<file path="src/rtl/lagrange_interpolation_eval_top_defines.svh">
// assertion macros for the lagrange evaluator
// no dependencies; included by modules that assert
`ifndef LAGRANGE_INTERPOLATION_EVAL_TOP_DEFINES_SVH
`define LAGRANGE_INTERPOLATION_EVAL_TOP_DEFINES_SVH
`ifndef ASSERT_OFF
`define ASSERT_IMPL(label, clk, rst, prop) \
  label: assert property (@(posedge clk) disable iff (rst) prop) else $error("%m failed");
`define ASSERT_NEVER(label, clk, rst, cond) \
  label: assert property (@(posedge clk) disable iff (rst) !(cond)) else $error("%m failed");
`else
`define ASSERT_IMPL(label, clk, rst, prop)
`define ASSERT_NEVER(label, clk, rst, cond)
`endif
`endif

</file>
<file path="src/rtl/lie_pkg.sv">
// shared types and constants for the lagrange evaluator
// no dependencies
package lie_pkg;
  localparam int MaxNodes = 16;
  localparam int IdxW = $clog2(MaxNodes);
  localparam int CntW = 5;
  localparam logic [1:0] StatusOk = 2'd0;
  localparam logic [1:0] StatusDup = 2'd1;
  localparam logic [1:0] StatusSat = 2'd2;
  localparam logic signed [31:0] QOne = 32'sd65536;

  // controller commands to the datapath
  typedef struct packed {
    logic start;       // capture query, clear sum and flags
    logic dup_check;   // compare slots i and j
    logic init_l;      // basis factor to one
    logic div_start;   // begin one scale step for slot pair i,j
    logic term;        // accumulate y_i * l_i
    logic finish;      // form the result word
    logic [IdxW-1:0] i;
    logic [IdxW-1:0] j;
  } lie_cmd_t;

  typedef struct packed {
    logic div_busy;
    logic dup_hit;
  } lie_sts_t;
endpackage

</file>
<file path="src/rtl/lie_ctrl.sv">
// sequencer for the lagrange evaluator: duplicate sweep, basis loop, sum
// depends on lie_pkg and the assertion header
`include "lagrange_interpolation_eval_top_defines.svh"
module lie_ctrl (
  input  logic clk,
  input  logic rst,
  input  logic go,
  input  logic [lie_pkg::CntW-1:0] node_count,
  input  lie_pkg::lie_sts_t sts,
  output lie_pkg::lie_cmd_t cmd,
  output logic busy,
  output logic done
);
  typedef enum logic [2:0] {
    IDLE, DUP, INIT, DIV, WAIT, TERM, SUM, FIN
  } state_t;
  state_t state;
  logic [lie_pkg::IdxW-1:0] i, j, last;
  logic [lie_pkg::IdxW:0] n_eff;

  // clamp node count into 1..MaxNodes
  always_comb begin
    if (node_count == '0) n_eff = (lie_pkg::IdxW+1)'(1);
    else if (node_count > lie_pkg::CntW'(lie_pkg::MaxNodes))
      n_eff = (lie_pkg::IdxW+1)'(lie_pkg::MaxNodes);
    else n_eff = node_count[lie_pkg::IdxW:0];
  end

  // command decode
  always_comb begin
    cmd = '0;
    cmd.i = i;
    cmd.j = j;
    cmd.start = go && state == IDLE;
    cmd.dup_check = state == DUP;
    cmd.init_l = state == INIT;
    cmd.div_start = state == DIV && i != j;
    cmd.term = state == TERM;
    cmd.finish = state == FIN;
  end
  assign busy = state != IDLE;

  // state and counters
  always_ff @(posedge clk) begin
    done <= 1'b0;
    if (rst) begin
      state <= IDLE;
      i <= '0;
      j <= '0;
      last <= '0;
    end else begin
      case (state)
        IDLE: begin
          if (go) begin
            last <= lie_pkg::IdxW'(n_eff - 1'b1);
            i <= '0;
            j <= lie_pkg::IdxW'(1);
            state <= (n_eff == 1) ? INIT : DUP;
          end
        end
        DUP: begin
          if (sts.dup_hit) state <= FIN;
          else if (j == last) begin
            if (i + 1'b1 == last) begin
              i <= '0;
              state <= INIT;
            end else begin
              i <= i + 1'b1;
              j <= i + 2'd2;
            end
          end else j <= j + 1'b1;
        end
        INIT: begin
          j <= '0;
          state <= DIV;
        end
        DIV: begin
          if (i == j) begin
            if (j == last) state <= TERM;
            else j <= j + 1'b1;
          end else state <= WAIT;
        end
        WAIT: begin
          if (!sts.div_busy) begin
            if (j == last) state <= TERM;
            else begin
              j <= j + 1'b1;
              state <= DIV;
            end
          end
        end
        TERM: begin
          if (i == last) state <= SUM;
          else begin
            i <= i + 1'b1;
            state <= INIT;
          end
        end
        // last term lands in the sum here
        SUM: state <= FIN;
        FIN: begin
          done <= 1'b1;
          state <= IDLE;
        end
        default: state <= IDLE;
      endcase
    end
  end

  `ASSERT_NEVER(a_go_idle, clk, rst, go && state != IDLE)
  `ASSERT_IMPL(a_fin_done, clk, rst, state == FIN |=> done)
  `ASSERT_IMPL(a_j_range, clk, rst, (state == DIV) |-> (j <= last))
endmodule

</file>
<file path="config.mk">
export PLATFORM = sky130hd
export DESIGN_NAME = lie_ctrl
export DESIGN_NICKNAME = d
export VERILOG_FILES = /design/src/rtl/lie_pkg.sv /design/src/rtl/lie_ctrl.sv
export VERILOG_INCLUDE_DIRS = /design/src /design/src/rtl
export SDC_FILE = /design/constraint.sdc
export NUM_CORES = 1
export LEC_CHECK = 0
export BUFFER_PORTS_ARGS = -buffer_cell sky130_fd_sc_hd__buf_2
export CAP_MARGIN = 20
export CORE_UTILIZATION = 54
export DETAILED_ROUTE_END_ITERATION = 8
export PLACE_DENSITY = 0.83
export SLEW_MARGIN = 0
export SYNTH_ARGS = -nofsm -noshare
export SYNTH_HDL_FRONTEND = slang
export SYNTH_SLANG_ARGS = --single-unit
</file>
<file path="constraint.sdc">
create_clock -name clk -period 5.8 [get_ports clk]
set_clock_uncertainty 0.05 [all_clocks]
set_input_delay 1.45 -clock clk [delete_from_list [all_inputs] [get_ports clk]]
set_output_delay 1.45 -clock clk [all_outputs]
set_load 0.02 [all_outputs]
</file>
Word level (Yosys, flattened, before mapping)
Cells that the tools add are included.

Register bits after elaboration: 16.

Add/subtract/negate cells: 4. $lt $le $gt $ge: 1. Equal/unequal tests: 23. Muxes and demuxes: 28. Reduce and logical (&&, ||, !) cells: 11.

Operators with widths (number): $mux W4 (12); $mux W3 (9); $pmux W3 S8 (1); $pmux W4 S5 (1); $eq A4 B4 Y1 (4); $eq A3 B3 Y1 const B (4); $pmux W4 S3 (1); $mux W5 (2); $reduce_and A5 Y1 (2); $add A4 B1 Y4 const B (2); $ne A2 B2 Y1 const B (4); $eq A3 B2 Y1 const B (2); $ne A3 B2 Y1 const B (2); $ne A3 B3 Y1 const B (2); $reduce_and A6 Y1 (1); $reduce_bool A3 Y1 (2); $eq A5 B1 Y1 const B (1); $gt A5 B5 Y1 const B (1); $logic_not A5 Y1 (1); $reduce_bool A5 Y1 (1); $add A4 B2 Y4 const B (1); $ne A2 B1 Y1 const B (2); $ne A4 B4 Y1 (1); $sub A4 B1 Y4 const B (1); other kinds (6) (7).

Logic depth before layout (Yosys ltp)
Gate-level depths: netlist of run 1.

Depth in word-level cells: 7. Mapped depth: 9. Depth with buffers taken out: 9.

Worst setup path before layout of run 1
Ideal clock, no wire load.

Kind: input to output. Start point: input go. End point: output cmd[13] in the netlist's numbering. Arrival: 1.859 ns. Required time: 4.300 ns. Setup slack: 2.441 ns. Cell stages on the path: 2. Path buffers: 0. Cells stage by stage: nand2b_1 > nor2_2.

RTL lines: start: declaration (RTL line lie_ctrl.sv:7) `input logic go,`; end: declaration (RTL line lie_ctrl.sv:10) `output lie_pkg::lie_cmd_t cmd,`.

==> out/summary.txt, run 1 <==
worst ir drop on vdd = 0.256 mV
DRC viols = 0
Post-synth EDFFs = 0
nature of the critical path endpoint = output port
Cell Pwr Density = 472 nW/um^2
final hold violations = 0
Tot GR Track Use = 25.2%
syn nets = 188
largest family of logic cells by synthesized area = simple AND/OR/NAND/NOR gates
largest area contributor in the netlist = dfxtp_1
worst hold-check path type = reg2reg
Final Setup Violations = 0
chip height = 54.3 um
outcome = finished, final reports clean
clk buf depth = 2
post-CTS setup buffer count = 0
row count = 18
post-synthesis simple-gate area fraction = 26.6%
critical path launch point type = input pin
Initial Util = 58.6%
synthesized flop and latch total = 16
Post-Syn Instances = 173
minimum clock period = 3.62 ns
hold slack = 0.508 ns
Vias = 1376
Die W = 54.3 um
DR iter-0 viols = 27
I/O Buffers = 25
vias in the first global route = 1212
Reg area = 320 sq um
Worst R2R Start = i[2]
Ant. Diodes = 0
grt ovf = 0
ratio of cells with drive above 1 in the final layout = 25.3%
initial antenna violation count = 0
setup tns final = 0 ns
post-CTS sizing = 0
CP Data Arrival Time = 2.12 ns
worst skew pair latency = 0.30 ns
Slew @ Worst Pin = 0.592 ns
RSZ-0062 raised after global routing = no
top cells by area, synth = dfxtp_1 22%, xnor2_1 5.9%, xor2_1 4.7%
Num CTS Buffers = 3
Min-Delay Endpoint = last[0]
Max Fclk = 276 MHz
CTS Sinks = 16
CP max FO = 8
most frequent cell after synthesis = dfxtp_1
register area share after synthesis = 21.7%
Hold-fix buffers, CTS = 0
Max-slew headroom = 60.5%
commonest cells in the netlist = 16 x dfxtp_1, 11 x nor2_1, 10 x nand3_1, 10 x xnor2_1, 9 x nand2_1
total iterations of the first detailed-routing run = 4
hold depth = 2
FF-to-FF setup slack = 3.56 ns
Mean Syn Cell Area = 8.55 sq um
Lkg Pwr = 0.000703 uW
Yosys top cell area share = 21.7%
# nets final = 206
detailed placer's ending HPWL = 2.57 mm
r2r worst-path depth = 6
CTS tree = done
fill cell count = 231
synthesized cell area = 1480 sq um
adder-cell share of the synthesized area = 4.23%
gp weighted congestion = 0.861
Routed Antenna Nets = 0
clock root cell = clkbuf_4
Synth Area in Compound Gates = 22.8%
mux cell area share after synthesis = 5.50%
Ys Warns = 0
asr flop ratio synth = 0%
Unique masters post-synth = 59
WS Path Type = in2out
Post-Synth XOR/XNOR Area = 11.8%
Tcrit/Tclk final = 62.5%
utilization after layout = 63.3%
Syn-to-layout area delta = 7.95%
Via-to-Cell Ratio = 6.25
CTS H-tree depth = 1
global-route wire length before repair = 5.31 mm
core area = 2520 sq um
Worst-path clk slew = 0.10 ns
die area = 2950 sq um
PnR Total Power = 753 uW
Reg-to-Reg End = j[1]
largest net degree at the start of global routing = 20
Post-Route WL = 3.43 mm
fin. max-slew vios = 0
Synth Flop Type = dfxtp_1
CP required = 4.30 ns
maxcap violations = 0
wire per inst = 15.6 um
IO Pins = 26
hold path start = last[0]
multi-input logic area = 1050 sq um
[routing by layer]
layer  track usage [%]  part of all wire (%)
met3              4.17                   4.4
met1              31.4                    44
met4              9.83                   1.1
met2              42.7                    50
met5                 0                     0
[flip-flops by register name, summed over array words and instances (netlist names)]
name   flops
last       4
done       1
j          4
state      3
i          4
[stage by stage]
step	instance area, sq um	worst slack [ns]	cells
6_report	1600	2.18	220
3_5_place_dp	1560	2.17	216
5_1_grt	1600	2.12	220
2_1_floorplan	1480	2.44	173
3_3_place_gp	1560	2.20	216
4_1_cts	1600	2.17	220
[cells in the final DEF (no fill, tap or decap), types with 5 or more instances in the layout]
master,netlist,layout
nor2b_1,5,5
nand3_1,10,10
buf_2,2,25
xnor2_1,10,10
o21ai_0,7,7
dfxtp_1,16,16
xor2_1,8,8
inv_1,6,6
nor2_1,11,11
nand2_1,9,9
ha_1,5,5
a21oi_1,5,5
[layout make-up]
cell class              count  share of cell area [%]
multi-input cells         137                    65.6
flip-flops and latches     16                    20.1
repair buffers             25                    7.84
well taps                  30                    2.35
clock buffers               4                    2.27
inverters                   8                    1.88
[kinds of logic after synthesis]
group | count (synthesis)
mux | 7
xor+xnor | 19
fa+ha+maj | 5
buf+inv | 20
flops | 16
compound gates | 39
simple gates | 67
[worst max path at each step]
stage | startpoint | endpoint | slack [ns] | cells past startpoint
floorplan | go | cmd[13] | 2.44 | 2
global placement | go | cmd[13] | 2.20 | 4
detailed placement | go | cmd[13] | 2.17 | 4
CTS | go | cmd[13] | 2.17 | 4
global route | go | cmd[13] | 2.12 | 4
finish | go | cmd[13] | 2.18 | 4
[critical path, cell delays in order]
cell and delay, ns:
buf_2 0.09, nand2b_1 0.08, nor2_2 0.27, buf_2 0.23
[power by group]
part	internal (uW)	leakage (uW)	total (uW)	switching [uW]
logic	199	0.000551	476	277
registers	135	0.000131	200	64.4
clock network	38.3	0.0000210	77.4	39.1
total	373	0.000703	753	380
Note: power is estimated with default switching activity, not from simulation.
==> run 2, diff against run 1 <==
--- a/config.mk
+++ b/config.mk
@@ -8,9 +8,9 @@
 export LEC_CHECK = 0
 export BUFFER_PORTS_ARGS = -buffer_cell sky130_fd_sc_hd__buf_2
 export CAP_MARGIN = 20
-export CORE_UTILIZATION = 54
+export CORE_UTILIZATION = 50
 export DETAILED_ROUTE_END_ITERATION = 8
-export PLACE_DENSITY = 0.83
+export PLACE_DENSITY = 0.81
 export SLEW_MARGIN = 0
 export SYNTH_ARGS = -nofsm -noshare
 export SYNTH_HDL_FRONTEND = slang
==> constraint.sdc (replaced) <==
create_clock -name clk -period 2.99 [get_ports clk]
set_clock_uncertainty 0.05 [all_clocks]
set_input_delay 0.7475 -clock clk [delete_from_list [all_inputs] [get_ports clk]]
set_output_delay 0.7475 -clock clk [all_outputs]
set_load 0.02 [all_outputs]
==> run 2 against run 1 <==
Against the previous run: via count shrank 2.9%; worst setup slack worse by 1.7 ns; sequential cell count is the same; non-clock buffer count did not move; sequential share of layout area hardly changed; clock power is 98% higher; final cell count grew 0.45%; global-route usage decreased by 2.2 points; register-to-register slack got worse by 2.8 ns; sequential power is 94% higher; critical path type is now reg2out; critical endpoint is now cmd[12]; largest cell class unchanged.
==> out/summary.txt, run 2 (synthesized netlist as in run 1, its figures left out) <==
Hold-fix buffers, CTS = 0
CP Data Arrival Time = 1.76 ns
Num CTS Buffers = 3
crit-path max cell delay = 0.61 ns
combinational share of power = 63.0%
critical path launch point type = flip-flop
Slew @ Worst Pin = 0.544 ns
Vias = 1336
Lkg Pwr = 0.000703 uW
Slowest-stage cell, CP = dfxtp_1
total iterations of the first detailed-routing run = 4
CP max FO = 14
Tcrit/Tclk final = 85.6%
largest net degree at the start of global routing = 20
RSZ-0062 raised after global routing = no
post-CTS sizing = 0
FF-to-FF setup slack = 0.74 ns
vias in the first global route = 1265
global-route wire length before repair = 5.81 mm
crit-path cells = or3b_1, inv_2, buf_2
Max-slew headroom = 63.7%
Worst-path clk slew = 0.11 ns
P_int = 723 uW
chip height = 56.4 um
outcome = finished, final reports clean
switching share of power = 50.6%
setup tns final = 0 ns
Initial Util = 53.2%
Syn-to-layout area delta = 8.04%
Regs by FF count = i x4, j x4, last x4
hold depth = 2
ratio of cells with drive above 1 in the final layout = 25.3%
DRC viols = 0
Ant. Diodes = 0
DR iter-0 viols = 52
row count = 19
final hold violations = 0
Max Fclk = 391 MHz
maxcap violations = 0
wire per inst = 15.3 um
Finished Cell Area = 1600 sq um
Reg power frac = 26.5%
Routed Antenna Nets = 0
die area = 3180 sq um
I/O Buffers = 25
CTS H-tree depth = 1
Via-to-Cell Ratio = 6.05
clock root cell = clkbuf_4
clk buf depth = 2
most frequent cells in the layout = 25 x buf_2, 16 x dfxtp_1, 11 x nor2_1, 10 x xnor2_1, 10 x nand3_1
nature of the critical path endpoint = output port
Post-Route WL = 3.39 mm
Area after DPL = 1560 sq um
gp weighted congestion = 0.878
IO Pins = 26
CTS tree = done
Tot GR Track Use = 23.0%
fill cell count = 245
worst hold-check path type = reg2reg
Sw Pwr = 740 uW
Cell Pwr Density = 916 nW/um^2
detailed placer's ending HPWL = 2.53 mm
Die W = 56.4 um
Final Setup Violations = 0
worst skew pair latency = 0.30 ns
# nets final = 206
CTS Sinks = 16
grt ovf = 0
CP required = 2.19 ns
clock network power share = 10.4%
r2r worst-path depth = 6
core area = 2780 sq um
fin. max-slew vios = 0
initial antenna violation count = 0
minimum clock period = 2.56 ns
WS Path Type = reg2out
leading cell type in the layout, fill and taps excluded = buf_2
worst ir drop on vdd = 0.639 mV
post-CTS setup buffer count = 0
==> run 2: layout make-up <==
cell class                 count  area, sq um  share of cell area (%)
multi-input combinational    137         1050                    65.5
clock buffer                   4         36.3                    2.27
sequential                    16          320                    20.0
inverter                       8         30.0                    1.88
timing repair buffer          25          125                    7.83
tap                           31         38.8                    2.43
==> run 2: per-stage QoR <==
stage	utilization [%]	hold WS [ns]	total power [uW]	cells	setup slack, ns
final	57.4	0.500	1460	221	0.432
after global routing	57.4	0.537	1560	221	0.354
after global placement	56.1	0.493	1280	217	0.778
after floorplan	-	0.464	1180	173	0.895
after CTS	57.4	0.505	1450	221	0.457
after detailed placement	56.1	0.491	1300	217	0.663
==> run 2: power by group through the flow <==
stage	logic [uW]	clock network (uW)	registers, uW
2_1_floorplan	856	0	328
3_3_place_gp	891	0	384
3_5_place_dp	911	0	388
4_1_cts	915	156	383
5_1_grt	993	162	401
6_report	922	153	388
==> run 2: worst max-delay path, delay by kind of cell, from the launching register on <==
kind,cells,cell delay (ns)
buffers and inverters,2,0.31
flip-flops,1,0.61
AND/OR/NAND/NOR,1,0.53
==> run 2: metal layers <==
| layer | global-route usage, % | part of all wire [%] | vias up | routed length (um) |
|---|---|---|---|---|
| met5 | 0 | 0 | - | 0 |
| met3 | 2.30 | 4.2 | 7 | 143 |
| li1 | - | - | 670 | - |
| met2 | 40.6 | 49 | 38 | 1660 |
| met1 | 28.7 | 45 | 621 | 1530 |
| met4 | 8.36 | 1.7 | 0 | 56 |
==> run 2: worst paths after layout <==
path,from,end
worst min register to register,last[2],last[2]
worst min-delay path,last[2],last[2]
worst max-delay path,state[0],cmd[12]
worst max register to register,i[1],j[2]
==> run 3, diff against run 2 <==
--- a/config.mk
+++ b/config.mk
@@ -8,9 +8,10 @@
 export LEC_CHECK = 0
 export BUFFER_PORTS_ARGS = -buffer_cell sky130_fd_sc_hd__buf_2
 export CAP_MARGIN = 20
-export CORE_UTILIZATION = 50
+export CORE_UTILIZATION = 43
 export DETAILED_ROUTE_END_ITERATION = 8
-export PLACE_DENSITY = 0.81
+export PLACE_DENSITY = 0.72
+export REMOVE_ABC_BUFFERS = 1
 export SLEW_MARGIN = 0
 export SYNTH_ARGS = -nofsm -noshare
 export SYNTH_HDL_FRONTEND = slang
==> run 3 against run 2 <==
Against the previous run: register-to-register slack better by 0.05 ns; core utilization is 6.3 points lower; final cell count is 5.9% higher; critical endpoint is now cmd[13].
==> out/summary.txt, run 3 (synthesized netlist as in run 1, its figures left out) <==
Slowest-stage cell, CP = dfxtp_1
Initial Util = 46.9%
hold slack = 0.513 ns
Slew @ Worst Pin = 0.565 ns
largest net degree at the start of global routing = 20
Finished Cell Area = 1610 sq um
CP Data Arrival Time = 1.75 ns
outcome = finished, final reports clean
minimum clock period = 2.55 ns
clk buf depth = 2
WS Path Type = reg2out
Ant. Diodes = 0
r2r worst-path depth = 6
RSZ-0062 raised after global routing = no
Reg-to-Reg End = j[1]
global-route wire length before repair = 5.27 mm
Setup WS pre-CTS = 0.598 ns
Max-slew headroom = 62.3%
Worst R2R Start = i[1]
worst skew pair latency = 0.29 ns
critical path launch point type = flip-flop
I/O Buffers = 25
maxcap violations = 0
crit-path cells = or2_1, nor2_2, buf_2
Vias = 1347
Syn-to-layout area delta = 9.14%
IO Pins = 26
wire per inst = 14.1 um
Num CTS Buffers = 3
worst setup path end = cmd[13]
most frequent cells in the layout = 25 x buf_2, 16 x dfxtp_1, 11 x nor2_1, 10 x xnor2_1, 10 x nand3_1
setup tns final = 0 ns
fin. max-slew vios = 0
FF-to-FF setup slack = 0.79 ns
Hold-fix buffers, CTS = 0
Tot GR Track Use = 19.4%
gp weighted congestion = 0.808
CP required = 2.19 ns
nature of the critical path endpoint = output port
initial antenna violation count = 0
worst ir drop on vdd = 0.447 mV
CTS Sinks = 16
Via-to-Cell Ratio = 5.76
clock root cell = clkbuf_4
Lkg Pwr = 0.000703 uW
ratio of cells with drive above 1 in the final layout = 25.3%
Tcrit/Tclk final = 85.1%
CTS H-tree depth = 1
DR iter-0 viols = 56
DRC viols = 0
crit path from = state[1]
post-CTS setup buffer count = 0
vias in the first global route = 1133
Final Setup Violations = 0
Max Fclk = 393 MHz
setup ws final = 0.445 ns
chip height = 60.6 um
final hold violations = 0
CP max FO = 18
core area = 3150 sq um
CTS tree = done
Post-Route WL = 3.31 mm
total iterations of the first detailed-routing run = 4
row count = 20
Regs by FF count = i x4, j x4, last x4
Worst-path clk slew = 0.09 ns
Die W = 60.6 um
detailed placer's ending HPWL = 2.44 mm
Cell Count, Final, Fillers Out = 234
# nets final = 206
worst hold-check path type = reg2reg
Cell Pwr Density = 897 nW/um^2
fill cell count = 330
leading cell type in the layout, fill and taps excluded = buf_2
Placed Cells = 230
Area after DPL = 1580 sq um
Routed Antenna Nets = 0
post-CTS sizing = 0
grt ovf = 0
crit-path max cell delay = 0.49 ns
die area = 3680 sq um
run 3: cell counts in the layout (fill, tap and decap cells not counted):
No cell type changed its count.
run 3: metal layers:
metal	global-route usage (%)	wire, um	vias up
li1	-	-	666
met1	25.5	1510	634
met2	31.7	1600	43
met3	4.90	175	4
met4	5.19	17	0
met5	0	0	-
run 3: critical path: cells and delay by family (launching register included):
kind	cells	cell delay, ns
DFF	1	0.49
and+or+nand+nor	2	0.73
buffers and inverters	1	0.23
run 3: area by class of cell:
cell class | instances | area (sq um) | area share, %
multi-input cells | 137 | 1050 | 64.9
repair buffers | 25 | 125 | 7.75
flip-flops and latches | 16 | 320 | 19.8
inverters | 8 | 30.0 | 1.86
clock buffers | 4 | 36.3 | 2.25
well taps | 44 | 55.1 | 3.41
run 3: how the worst min path moves through the flow:
stage	start	to	slack [ns]	cells past startpoint
4_1_cts	last[3]	last[3]	0.51	2
3_3_place_gp	last[2]	last[2]	0.49	2
5_1_grt	last[3]	last[3]	0.56	2
6_report	last[3]	last[3]	0.51	2
2_1_floorplan	last[2]	last[2]	0.46	2
3_5_place_dp	last[3]	last[3]	0.50	2
run 3: per-stage QoR:
stage / power [uW] / util (%)
after floorplan: 1090 / -
after global placement: 1300 / 50.0
after detailed placement: 1300 / 50.0
after CTS: 1450 / 51.2
after global routing: 1570 / 51.2
final: 1450 / 51.2
run 3: report_power, final:
part | switching [uW] | total [uW] | internal, uW
logic | 527 | 913 | 386
registers | 124 | 387 | 262
clock network | 74.6 | 149 | 74.2
